`src/rtl/mbrm_pkg.sv`:
```
// Shared types, codes and default sizes for the Modbus register map.
package mbrm_pkg;

   localparam int HOLDING_REGS_DEF  = 128;
   localparam int INPUT_REGS_DEF    = 4;
   localparam int COIL_BITS_DEF     = 64;
   localparam int DISCRETE_BITS_DEF = 64;
   localparam int MAX_RUN_DEF       = 64;

   localparam int ADDR_W  = 16;
   localparam int COUNT_W = 10;
   localparam int DATA_W  = 16;
   localparam int CSR_W   = 2;

   localparam logic [ADDR_W-1:0] INPUT_BASE_RST    = 16'd1000;
   localparam logic [ADDR_W-1:0] HOLDING_BASE_RST  = 16'd2000;
   localparam logic [ADDR_W-1:0] COIL_BASE_RST     = 16'd0;
   localparam logic [ADDR_W-1:0] DISCRETE_BASE_RST = 16'd0;

   localparam logic [CSR_W-1:0] CSR_INPUT_BASE    = 2'd0;
   localparam logic [CSR_W-1:0] CSR_HOLDING_BASE  = 2'd1;
   localparam logic [CSR_W-1:0] CSR_COIL_BASE     = 2'd2;
   localparam logic [CSR_W-1:0] CSR_DISCRETE_BASE = 2'd3;

   typedef enum logic [2:0] {
      MODE_RD_INPUT      = 3'd0,
      MODE_RD_HOLDING    = 3'd1,
      MODE_WR_HOLDING    = 3'd2,
      MODE_RD_COILS      = 3'd3,
      MODE_WR_COILS      = 3'd4,
      MODE_RD_DISCRETE   = 3'd5,
      MODE_LOAD_INPUT    = 3'd6,
      MODE_LOAD_DISCRETE = 3'd7
   } mode_type;

   typedef enum logic [3:0] {
      ST_CLEAR,
      ST_IDLE,
      ST_WORD_RD,
      ST_WORD_DATA,
      ST_BIT_RD,
      ST_BIT_TAKE,
      ST_BIT_EMIT,
      ST_BIT_WR,
      ST_RESULT
   } state_type;

   typedef struct packed {
      mode_type            mode;
      logic                start_req;
      logic [ADDR_W-1:0]   address;
      logic [COUNT_W-1:0]  count;
      logic [DATA_W-1:0]   write_data;
   } req_type;

   typedef struct packed {
      logic [DATA_W-1:0] data;
      logic              status;
      logic              last;
   } rsp_type;

endpackage

```
`src/rtl/modbus_register_map.sv`:
```
// Top level of the Modbus slave register map: decode, run control and the two stores.
//
// Usage: requests enter on req_valid/req_ready as one req_data beat per item; results
// leave on rsp_valid/rsp_ready as rsp_data beats. Base addresses are written through
// csr_we/csr_index/csr_wdata while the block is idle.
// Holding and input registers live in one word memory; coils and discrete inputs live
// in one bit memory. Both have a registered read.
// Steps per item, set by the registered reads and the one-bit port of the bit memory:
//   register read: accept, then a read state and a data state per word;
//   coil or discrete read: accept, then read and take states per bit, emit per byte beat;
//   holding write beat: written on acceptance; the final beat is followed by an acknowledge;
//   coil write beat or discrete load: accept, then a write state per bit, then a reply if due;
//   input load and refused requests: accept, then a result state.
// Reset: synchronous; afterwards a clearing pass zeroes both memories, one entry per
// cycle; req_ready stays low meanwhile, CSR writes are taken as ever.
// Stall: one output register holds a result until rsp_ready; the engine waits on it.
module modbus_register_map #(
   parameter int HOLDING_REGS  = mbrm_pkg::HOLDING_REGS_DEF,
   parameter int INPUT_REGS    = mbrm_pkg::INPUT_REGS_DEF,
   parameter int COIL_BITS     = mbrm_pkg::COIL_BITS_DEF,
   parameter int DISCRETE_BITS = mbrm_pkg::DISCRETE_BITS_DEF,
   parameter int MAX_RUN       = mbrm_pkg::MAX_RUN_DEF
) (
   input  logic                          clock,
   input  logic                          reset,
   input  logic                          req_valid,
   output logic                          req_ready,
   input  mbrm_pkg::req_type             req_data,
   output logic                          rsp_valid,
   input  logic                          rsp_ready,
   output mbrm_pkg::rsp_type             rsp_data,
   input  logic                          csr_we,
   input  logic [mbrm_pkg::CSR_W-1:0]    csr_index,
   input  logic [mbrm_pkg::DATA_W-1:0]   csr_wdata
);

   localparam int WORD_DEPTH = HOLDING_REGS + INPUT_REGS;
   localparam int BIT_DEPTH  = COIL_BITS + DISCRETE_BITS;
   localparam int WORD_AW    = $clog2(WORD_DEPTH);
   localparam int BIT_AW     = $clog2(BIT_DEPTH);
   localparam int CLEAR_LEN  = (WORD_DEPTH > BIT_DEPTH) ? WORD_DEPTH : BIT_DEPTH;
   localparam int CLR_W      = $clog2(CLEAR_LEN);
   localparam int AW         = mbrm_pkg::ADDR_W;
   localparam int CW         = mbrm_pkg::COUNT_W;
   localparam int DW         = mbrm_pkg::DATA_W;

   // configuration
   logic [AW-1:0] input_base_ff, holding_base_ff, coil_base_ff, discrete_base_ff;

   // control
   mbrm_pkg::state_type state_ff, state_in;
   logic [CLR_W-1:0]    clr_ptr_ff, clr_ptr_in;
   logic                rsp_valid_ff, rsp_valid_in;
   mbrm_pkg::rsp_type   rsp_beat_ff, rsp_beat_in;

   // open write run
   logic                run_open_ff, run_open_in;
   mbrm_pkg::mode_type  run_mode_ff, run_mode_in;
   logic [CW-1:0]       run_left_ff, run_left_in;
   logic [WORD_AW-1:0]  run_word_ptr_ff, run_word_ptr_in;
   logic [BIT_AW-1:0]   run_bit_ptr_ff, run_bit_ptr_in;

   // engine
   logic [WORD_AW-1:0]  eng_word_ptr_ff, eng_word_ptr_in;
   logic [BIT_AW-1:0]   eng_bit_ptr_ff, eng_bit_ptr_in;
   logic [CW-1:0]       eng_left_ff, eng_left_in;
   logic [2:0]          bit_idx_ff, bit_idx_in;
   logic [2:0]          last_idx_ff, last_idx_in;
   logic [7:0]          acc_ff, acc_in;
   logic [7:0]          wbyte_ff, wbyte_in;
   logic                reply_ff, reply_in;
   logic                res_status_ff, res_status_in;
   logic                emit_last_ff, emit_last_in;

   // memories
   logic [DW-1:0]       word_mem_ff [WORD_DEPTH];
   logic                bit_mem_ff [BIT_DEPTH];
   logic [DW-1:0]       word_rd_ff;
   logic                bit_rd_ff;
   logic                word_we, word_re, bit_we, bit_re;
   logic [WORD_AW-1:0]  word_waddr, word_raddr;
   logic [BIT_AW-1:0]   bit_waddr, bit_raddr;
   logic [DW-1:0]       word_wdata;
   logic                bit_wdata;

   // request decode
   logic                req_fire, out_free, sel_bits, cnt_ok, run_ok, cont_match;
   logic                emit;
   mbrm_pkg::rsp_type   emit_beat;
   logic [AW-1:0]       sel_base, offset16;
   logic [AW:0]         sel_limit, end_addr;
   logic [3:0]          first_bits, cont_bits;

   assign req_ready = (state_ff == mbrm_pkg::ST_IDLE);
   assign req_fire  = req_valid && req_ready;
   assign out_free  = !rsp_valid_ff || rsp_ready;
   assign rsp_valid = rsp_valid_ff;
   assign rsp_data  = rsp_beat_ff;

   always_comb begin
      case (req_data.mode)
         mbrm_pkg::MODE_RD_INPUT: begin
            sel_base  = input_base_ff;
            sel_limit = {1'b0, input_base_ff} + (AW+1)'(INPUT_REGS);
            sel_bits  = 1'b0;
         end
         mbrm_pkg::MODE_RD_HOLDING, mbrm_pkg::MODE_WR_HOLDING: begin
            sel_base  = holding_base_ff;
            sel_limit = {1'b0, holding_base_ff} + (AW+1)'(HOLDING_REGS);
            sel_bits  = 1'b0;
         end
         mbrm_pkg::MODE_RD_COILS, mbrm_pkg::MODE_WR_COILS: begin
            sel_base  = coil_base_ff;
            sel_limit = {1'b0, coil_base_ff} + (AW+1)'(COIL_BITS);
            sel_bits  = 1'b1;
         end
         default: begin
            sel_base  = discrete_base_ff;
            sel_limit = {1'b0, discrete_base_ff} + (AW+1)'(DISCRETE_BITS);
            sel_bits  = 1'b1;
         end
      endcase
   end

   assign end_addr   = {1'b0, req_data.address} + (AW+1)'(req_data.count);
   assign cnt_ok     = (req_data.count != '0) &&
                       (sel_bits ? ({1'b0, req_data.count} <= (CW+1)'(8 * MAX_RUN))
                                 : ({1'b0, req_data.count} <= (CW+1)'(MAX_RUN)));
   assign run_ok     = cnt_ok && (req_data.address >= sel_base) && (end_addr <= sel_limit);
   assign offset16   = req_data.address - sel_base;
   assign first_bits = (req_data.count > CW'(8)) ? 4'd8 : req_data.count[3:0];
   assign cont_bits  = (run_left_ff > CW'(8)) ? 4'd8 : run_left_ff[3:0];
   assign cont_match = run_open_ff && (run_left_ff != '0) && (req_data.mode == run_mode_ff);

   always_comb begin
      state_in        = state_ff;
      clr_ptr_in      = clr_ptr_ff;
      run_open_in     = run_open_ff;
      run_mode_in     = run_mode_ff;
      run_left_in     = run_left_ff;
      run_word_ptr_in = run_word_ptr_ff;
      run_bit_ptr_in  = run_bit_ptr_ff;
      eng_word_ptr_in = eng_word_ptr_ff;
      eng_bit_ptr_in  = eng_bit_ptr_ff;
      eng_left_in     = eng_left_ff;
      bit_idx_in      = bit_idx_ff;
      last_idx_in     = last_idx_ff;
      acc_in          = acc_ff;
      wbyte_in        = wbyte_ff;
      reply_in        = reply_ff;
      res_status_in   = res_status_ff;
      emit_last_in    = emit_last_ff;
      word_we         = 1'b0;
      word_waddr      = run_word_ptr_ff;
      word_wdata      = req_data.write_data;
      word_re         = 1'b0;
      word_raddr      = eng_word_ptr_ff;
      bit_we          = 1'b0;
      bit_waddr       = eng_bit_ptr_ff;
      bit_wdata       = wbyte_ff[bit_idx_ff];
      bit_re          = 1'b0;
      bit_raddr       = eng_bit_ptr_ff;
      emit            = 1'b0;
      emit_beat       = '{data: '0, status: res_status_ff, last: 1'b1};

      case (state_ff)
         mbrm_pkg::ST_CLEAR: begin
            word_we    = ({1'b0, clr_ptr_ff} < (CLR_W+1)'(WORD_DEPTH));
            word_waddr = clr_ptr_ff[WORD_AW-1:0];
            word_wdata = '0;
            bit_we     = ({1'b0, clr_ptr_ff} < (CLR_W+1)'(BIT_DEPTH));
            bit_waddr  = clr_ptr_ff[BIT_AW-1:0];
            bit_wdata  = 1'b0;
            clr_ptr_in = clr_ptr_ff + 1'b1;
            if (clr_ptr_ff == CLR_W'(CLEAR_LEN - 1)) begin
               state_in = mbrm_pkg::ST_IDLE;
            end
         end
         mbrm_pkg::ST_IDLE: begin
            if (req_fire) begin
               case (req_data.mode)
                  mbrm_pkg::MODE_LOAD_INPUT: begin
                     res_status_in = !(req_data.address < AW'(INPUT_REGS));
                     word_we       = (req_data.address < AW'(INPUT_REGS));
                     word_waddr    = WORD_AW'(HOLDING_REGS) + req_data.address[WORD_AW-1:0];
                     state_in      = mbrm_pkg::ST_RESULT;
                  end
                  mbrm_pkg::MODE_LOAD_DISCRETE: begin
                     if (({1'b0, req_data.address} + (AW+1)'(8)) <=
                         (AW+1)'(DISCRETE_BITS)) begin
                        eng_bit_ptr_in = BIT_AW'(COIL_BITS) + req_data.address[BIT_AW-1:0];
                        wbyte_in       = req_data.write_data[7:0];
                        bit_idx_in     = 3'd0;
                        last_idx_in    = 3'd7;
                        reply_in       = 1'b1;
                        res_status_in  = 1'b0;
                        state_in       = mbrm_pkg::ST_BIT_WR;
                     end else begin
                        res_status_in = 1'b1;
                        state_in      = mbrm_pkg::ST_RESULT;
                     end
                  end
                  default: begin
                     if (req_data.start_req) begin
                        run_open_in = 1'b0;
                        run_left_in = '0;
                        if (!run_ok) begin
                           res_status_in = 1'b1;
                           state_in      = mbrm_pkg::ST_RESULT;
                        end else begin
                           case (req_data.mode)
                              mbrm_pkg::MODE_RD_INPUT: begin
                                 eng_word_ptr_in = WORD_AW'(HOLDING_REGS) +
                                                   offset16[WORD_AW-1:0];
                                 eng_left_in     = req_data.count;
                                 state_in        = mbrm_pkg::ST_WORD_RD;
                              end
                              mbrm_pkg::MODE_RD_HOLDING: begin
                                 eng_word_ptr_in = offset16[WORD_AW-1:0];
                                 eng_left_in     = req_data.count;
                                 state_in        = mbrm_pkg::ST_WORD_RD;
                              end
                              mbrm_pkg::MODE_WR_HOLDING: begin
                                 word_we         = 1'b1;
                                 word_waddr      = offset16[WORD_AW-1:0];
                                 run_mode_in     = req_data.mode;
                                 run_word_ptr_in = offset16[WORD_AW-1:0] + 1'b1;
                                 run_left_in     = req_data.count - 1'b1;
                                 if (req_data.count == CW'(1)) begin
                                    res_status_in = 1'b0;
                                    state_in      = mbrm_pkg::ST_RESULT;
                                 end else begin
                                    run_open_in = 1'b1;
                                 end
                              end
                              mbrm_pkg::MODE_RD_COILS: begin
                                 eng_bit_ptr_in = offset16[BIT_AW-1:0];
                                 eng_left_in    = req_data.count;
                                 bit_idx_in     = 3'd0;
                                 acc_in         = '0;
                                 state_in       = mbrm_pkg::ST_BIT_RD;
                              end
                              mbrm_pkg::MODE_WR_COILS: begin
                                 eng_bit_ptr_in = offset16[BIT_AW-1:0];
                                 wbyte_in       = req_data.write_data[7:0];
                                 bit_idx_in     = 3'd0;
                                 last_idx_in    = 3'(first_bits - 4'd1);
                                 run_mode_in    = req_data.mode;
                                 run_bit_ptr_in = offset16[BIT_AW-1:0] + BIT_AW'(first_bits);
                                 run_left_in    = req_data.count - CW'(first_bits);
                                 reply_in       = (req_data.count == CW'(first_bits));
                                 run_open_in    = (req_data.count != CW'(first_bits));
                                 res_status_in  = 1'b0;
                                 state_in       = mbrm_pkg::ST_BIT_WR;
                              end
                              default: begin
                                 eng_bit_ptr_in = BIT_AW'(COIL_BITS) + offset16[BIT_AW-1:0];
                                 eng_left_in    = req_data.count;
                                 bit_idx_in     = 3'd0;
                                 acc_in         = '0;
                                 state_in       = mbrm_pkg::ST_BIT_RD;
                              end
                           endcase
                        end
                     end else if (cont_match) begin
                        if (run_mode_ff == mbrm_pkg::MODE_WR_HOLDING) begin
                           word_we         = 1'b1;
                           word_waddr      = run_word_ptr_ff;
                           run_word_ptr_in = run_word_ptr_ff + 1'b1;
                           run_left_in     = run_left_ff - 1'b1;
                           if (run_left_ff == CW'(1)) begin
                              run_open_in   = 1'b0;
                              res_status_in = 1'b0;
                              state_in      = mbrm_pkg::ST_RESULT;
                           end
                        end else begin
                           eng_bit_ptr_in = run_bit_ptr_ff;
                           wbyte_in       = req_data.write_data[7:0];
                           bit_idx_in     = 3'd0;
                           last_idx_in    = 3'(cont_bits - 4'd1);
                           run_bit_ptr_in = run_bit_ptr_ff + BIT_AW'(cont_bits);
                           run_left_in    = run_left_ff - CW'(cont_bits);
                           reply_in       = (run_left_ff == CW'(cont_bits));
                           run_open_in    = (run_left_ff != CW'(cont_bits));
                           res_status_in  = 1'b0;
                           state_in       = mbrm_pkg::ST_BIT_WR;
                        end
                     end
                  end
               endcase
            end
         end
         mbrm_pkg::ST_WORD_RD: begin
            word_re  = 1'b1;
            state_in = mbrm_pkg::ST_WORD_DATA;
         end
         mbrm_pkg::ST_WORD_DATA: begin
            if (out_free) begin
               emit            = 1'b1;
               emit_beat       = '{data: word_rd_ff, status: 1'b0,
                                   last: (eng_left_ff == CW'(1))};
               eng_left_in     = eng_left_ff - 1'b1;
               eng_word_ptr_in = eng_word_ptr_ff + 1'b1;
               state_in        = (eng_left_ff == CW'(1)) ? mbrm_pkg::ST_IDLE
                                                         : mbrm_pkg::ST_WORD_RD;
            end
         end
         mbrm_pkg::ST_BIT_RD: begin
            bit_re   = 1'b1;
            state_in = mbrm_pkg::ST_BIT_TAKE;
         end
         mbrm_pkg::ST_BIT_TAKE: begin
            acc_in         = acc_ff | (8'(bit_rd_ff) << bit_idx_ff);
            eng_bit_ptr_in = eng_bit_ptr_ff + 1'b1;
            eng_left_in    = eng_left_ff - 1'b1;
            if ((eng_left_ff == CW'(1)) || (bit_idx_ff == 3'd7)) begin
               emit_last_in = (eng_left_ff == CW'(1));
               state_in     = mbrm_pkg::ST_BIT_EMIT;
            end else begin
               bit_idx_in = bit_idx_ff + 1'b1;
               state_in   = mbrm_pkg::ST_BIT_RD;
            end
         end
         mbrm_pkg::ST_BIT_EMIT: begin
            if (out_free) begin
               emit      = 1'b1;
               emit_beat = '{data: DW'(acc_ff), status: 1'b0, last: emit_last_ff};
               acc_in    = '0;
               bit_idx_in = 3'd0;
               state_in  = emit_last_ff ? mbrm_pkg::ST_IDLE : mbrm_pkg::ST_BIT_RD;
            end
         end
         mbrm_pkg::ST_BIT_WR: begin
            bit_we         = 1'b1;
            eng_bit_ptr_in = eng_bit_ptr_ff + 1'b1;
            bit_idx_in     = bit_idx_ff + 1'b1;
            if (bit_idx_ff == last_idx_ff) begin
               state_in = reply_ff ? mbrm_pkg::ST_RESULT : mbrm_pkg::ST_IDLE;
            end
         end
         mbrm_pkg::ST_RESULT: begin
            if (out_free) begin
               emit     = 1'b1;
               state_in = mbrm_pkg::ST_IDLE;
            end
         end
         default: begin
            state_in = mbrm_pkg::ST_IDLE;
         end
      endcase

      rsp_valid_in = emit ? 1'b1 : (rsp_ready ? 1'b0 : rsp_valid_ff);
      rsp_beat_in  = emit ? emit_beat : rsp_beat_ff;
   end

   always_ff @(posedge clock) begin
      if (reset) begin
         state_ff         <= mbrm_pkg::ST_CLEAR;
         clr_ptr_ff       <= '0;
         rsp_valid_ff     <= 1'b0;
         run_open_ff      <= 1'b0;
         run_mode_ff      <= mbrm_pkg::MODE_RD_INPUT;
         run_left_ff      <= '0;
         input_base_ff    <= mbrm_pkg::INPUT_BASE_RST;
         holding_base_ff  <= mbrm_pkg::HOLDING_BASE_RST;
         coil_base_ff     <= mbrm_pkg::COIL_BASE_RST;
         discrete_base_ff <= mbrm_pkg::DISCRETE_BASE_RST;
      end else begin
         state_ff     <= state_in;
         clr_ptr_ff   <= clr_ptr_in;
         rsp_valid_ff <= rsp_valid_in;
         run_open_ff  <= run_open_in;
         run_mode_ff  <= run_mode_in;
         run_left_ff  <= run_left_in;
         if (csr_we) begin
            case (csr_index)
               mbrm_pkg::CSR_INPUT_BASE:    input_base_ff    <= csr_wdata;
               mbrm_pkg::CSR_HOLDING_BASE:  holding_base_ff  <= csr_wdata;
               mbrm_pkg::CSR_COIL_BASE:     coil_base_ff     <= csr_wdata;
               mbrm_pkg::CSR_DISCRETE_BASE: discrete_base_ff <= csr_wdata;
               default: ;
            endcase
         end
      end
   end

   always_ff @(posedge clock) begin
      rsp_beat_ff     <= rsp_beat_in;
      run_word_ptr_ff <= run_word_ptr_in;
      run_bit_ptr_ff  <= run_bit_ptr_in;
      eng_word_ptr_ff <= eng_word_ptr_in;
      eng_bit_ptr_ff  <= eng_bit_ptr_in;
      eng_left_ff     <= eng_left_in;
      bit_idx_ff      <= bit_idx_in;
      last_idx_ff     <= last_idx_in;
      acc_ff          <= acc_in;
      wbyte_ff        <= wbyte_in;
      reply_ff        <= reply_in;
      res_status_ff   <= res_status_in;
      emit_last_ff    <= emit_last_in;
   end

   always_ff @(posedge clock) begin
      if (word_we) begin
         word_mem_ff[word_waddr] <= word_wdata;
      end
      if (word_re) begin
         word_rd_ff <= word_mem_ff[word_raddr];
      end
   end

   always_ff @(posedge clock) begin
      if (bit_we) begin
         bit_mem_ff[bit_waddr] <= bit_wdata;
      end
      if (bit_re) begin
         bit_rd_ff <= bit_mem_ff[bit_raddr];
      end
   end

endmodule

```
`config.mk`:
```
export PLATFORM = sky130hd
export DESIGN_NAME = modbus_register_map
export DESIGN_NICKNAME = d
export VERILOG_FILES = /design/src/rtl/mbrm_pkg.sv /design/src/rtl/modbus_register_map.sv
export SDC_FILE = /design/constraint.sdc
export NUM_CORES = 2
export LEC_CHECK = 0
export ABC_AREA = 1
export BUFFER_PORTS_ARGS = -buffer_cell sky130_fd_sc_hd__buf_2
export CAP_MARGIN = 25
export CORE_MARGIN = 2
export CORE_UTILIZATION = 55
export DETAILED_ROUTE_END_ITERATION = 8
export PLACE_DENSITY_LB_ADDON = 0.15
export SYNTH_ARGS = -nofsm -noshare
export SYNTH_HDL_FRONTEND = slang
export SYNTH_SLANG_ARGS = --single-unit
```
`constraint.sdc`:
```
create_clock -name clock -period 12.6 [get_ports clock]
set_input_delay 2.52 -clock clock [delete_from_list [all_inputs] [get_ports clock]]
set_output_delay 2.52 -clock clock [all_outputs]
set_load 0.005 [all_outputs]
```
==> out/results.ini <==
[sta]
slew_viol_final=0
finalHoldViolCount=0
clock-skew-final_ns=0.0492
fmax_mhz=115
post-route-min-period_ns=8.70
tightest_slew_ns=1.17
max_slew_margin=0.214
setup_viol=0
rsz0062_at_grt=no
fin_tns_setup_ns=0
hold_ws_ns=0.456
period_share=0.691

[routing]
firstDrtPassIters=6
wl_met2_um=139000
drt-total-wl_um=306000
vias_per_cell=6.31
num_vias=72266
drtIter0Drc=10379
drc=0
routedWlPerCell_um=26.7
antenna_left=0
wl_met3_um=32800
met1_length_um=121000
dr.max_layer_used=met5

[clocking]
post_cts_buffers=0
clock_sink_count=2431
clk_latency_ns=0.88
cts_tree=built
cts_made_buffers=238
cts_hold_buf=0
cts_resized=0
root_buffer=clkbuf_16
clockBufferDepth=3
h-tree-depth=4
clkTransAtPathRegs_ns=0.06

[logic_synthesis]
synth_largest_area_cell=edfxtp_1
syn_avg_cell_area_um2=11.6
synth.area.top_cells=edfxtp_1 (69%), o21ai_0 (7.8%), nor2_1 (7.1%)
synth-main-ff-cell=edfxtp_1
synth_top_area_frac=0.688
synth.cell_area_um2=102000
synth-edff-count=2340
ys_types=62
synthCells=8772
async_reset_ff_frac=0
yosysWarnings=0
ys_ff_latch=2431
seq_area_frac_synth=0.706

[layout]
drive_gt1_frac=0.0884
final_area_um2=114000
fin_nets=8911
syn_to_final_growth_pct=11.1

[placement]
post_dp_cell_area_um2=106000
dp_hpwl_um=184000
port_buffers=88
gp_congestion=0.952

[critical_path]
crit_top_cell=nand2_1
crit_path_top_delay_cell=nor2_1
max_stage_delay_ns=0.72
reg2reg_slack_ns=6.57
worstPathRequired_ns=13.16
worstSetupPathType=input port to flip-flop
startpoint_type=input port
end_kind=flip-flop
crit_arrival_ns=9.27
path_max_fanout=11

[run]
max_cap_violations=0

[hold_path]
min_path_type=flip-flop to flip-flop

[grt]
overflow=0
grt_pass1_wl_um=447000
grt_pass1_vias=67124
grt_max_degree=205
grt_usage=0.315
antenna_found_initial=6

[pwr]
p_leak_nw=38.3
max-vdd-ir-drop_mv=0.133
powerDensity_nw_per_um2=157
p_total_mw=17.8

[floorplan]
dieArea_um2=189000
die_w_um=435
start_util=0.552
rows=158
core_um2=185000
io_pins=89
fp.dieH_um=435

[run_status]
status=finished, final reports clean

## cell usage in the layout (no fill, tap or decap), drive strengths merged, types with 7 or more instances in the layout
master and count:
o221ai 10, a21oi 153, o21ai 1598, ha 71
nor4 15, o22ai 680, diode 7, dfxtp 91
nand3 145, xnor2 19, a221oi 10, or2 8
o211ai 29, o2111ai 7, o32ai 13, inv 316
xor2 34, clkinv 123, clkbuf 286, a211oi 8
nor2 1951, nand4 44, buf 318, bufinv 26
a31oi 22, edfxtp 2340, clkinvlp 7, nand2 554
nor3 45
## flip-flops by register name, indices dropped and copies added (netlist names), 4 cells and up
| name | count |
|---|---|
| eng_left_ff | 10 |
| run_bit_ptr_ff | 7 |
| coil_base_ff | 16 |
| clr_ptr_ff | 8 |
| bit_raddr | 7 |
| wbyte_ff | 8 |
| word_rd_ff | 16 |
| discrete_base_ff | 16 |
| holding_base_ff | 16 |
| run_word_ptr_ff | 8 |
| rsp_data | 18 |
| eng_word_ptr_ff | 8 |
| word_mem_ff | 2112 |
| state_ff | 4 |
| bit_mem_ff | 128 |
| input_base_ff | 16 |
| run_left_ff | 10 |
| acc_ff | 8 |
## area by class of cell
type,count,area [µm²]
diodes,7,17.5
clock buffers,284,6150
fillers,14607,71500
repair buffers,320,2500
well taps,2480,3100
multi-input cells,5462,26900
inverters,314,1200
flip-flops and latches,2431,72100
clock inverters,158,1580
## cell usage after synthesis, drive strengths merged, types with 3 or more instances
master	number
a211oi	8
a21o	3
a21oi	153
a221oi	10
a311oi	3
a31oi	22
buf	80
clkbuf	486
clkinv	7
dfxtp	91
edfxtp	2340
fa	4
ha	71
inv	307
nand2	554
nand3	145
nand3b	4
nand4	44
nor2	1951
nor3	45
nor4	15
o2111ai	7
o211ai	29
o21a	3
o21ai	1598
o21bai	4
o221a	5
o221ai	10
o22ai	680
o31ai	3
o32ai	13
or2	8
xnor2	19
xor2	34
## per-stage QoR
step	util	cells	setup WS (ns)
2_1_floorplan	-	8773	5.18
3_3_place_gp	0.569	10967	3.05
3_5_place_dp	0.571	11000	3.19
4_1_cts	0.613	11442	4.07
5_1_grt	0.613	11450	3.46
6_report	0.613	11456	3.90
## routing by layer
metal / GRT usage / vias up
met5: 0 / -
met4: 0.122 / 2
met3: 0.0630 / 581
met2: 0.481 / 4221
met1: 0.450 / 35502
li1: - / 31960
## where the power goes
| part | switching, mW | internal, mW | leakage, nW |
|---|---|---|---|
| clock | 3.08 | 4.01 | 3.77 |
| combinational | 1.22 | 0.321 | 12.1 |
| sequential | 0.0453 | 9.13 | 22.4 |
## worst max-delay path: cells and delay by family
family,cells,cell delay [ns]
and+or+nand+nor,22,4.01
AOI/OAI and AO/OA,4,1.00
adders and majority gates,2,0.55
buffers and inverters,6,1.14
## kinds of logic after synthesis
group	after synthesis	share of synthesized area
AND/OR/NAND/NOR	2770	0.109
AO/OA/AOI/OAI	2560	0.138
flip-flops	2431	0.706
buffers and inverters	880	0.0332
adder cells (fa/ha/maj)	75	0.00948
XOR/XNOR	53	0.00454
multiplexers	2	0.000208
other	1	0.0000367
## final timing paths
kind              cells after the start          startpoint            endpoint
setup / recovery                     34        req_data[45]  word_mem_ff[10][0]
hold / removal                        2  holding_base_ff[5]  holding_base_ff[5]
setup reg to reg                     12  eng_word_ptr_ff[0]      word_rd_ff[15]
hold reg to reg                       2  holding_base_ff[5]  holding_base_ff[5]
Power figures use the tool's default switching activity.
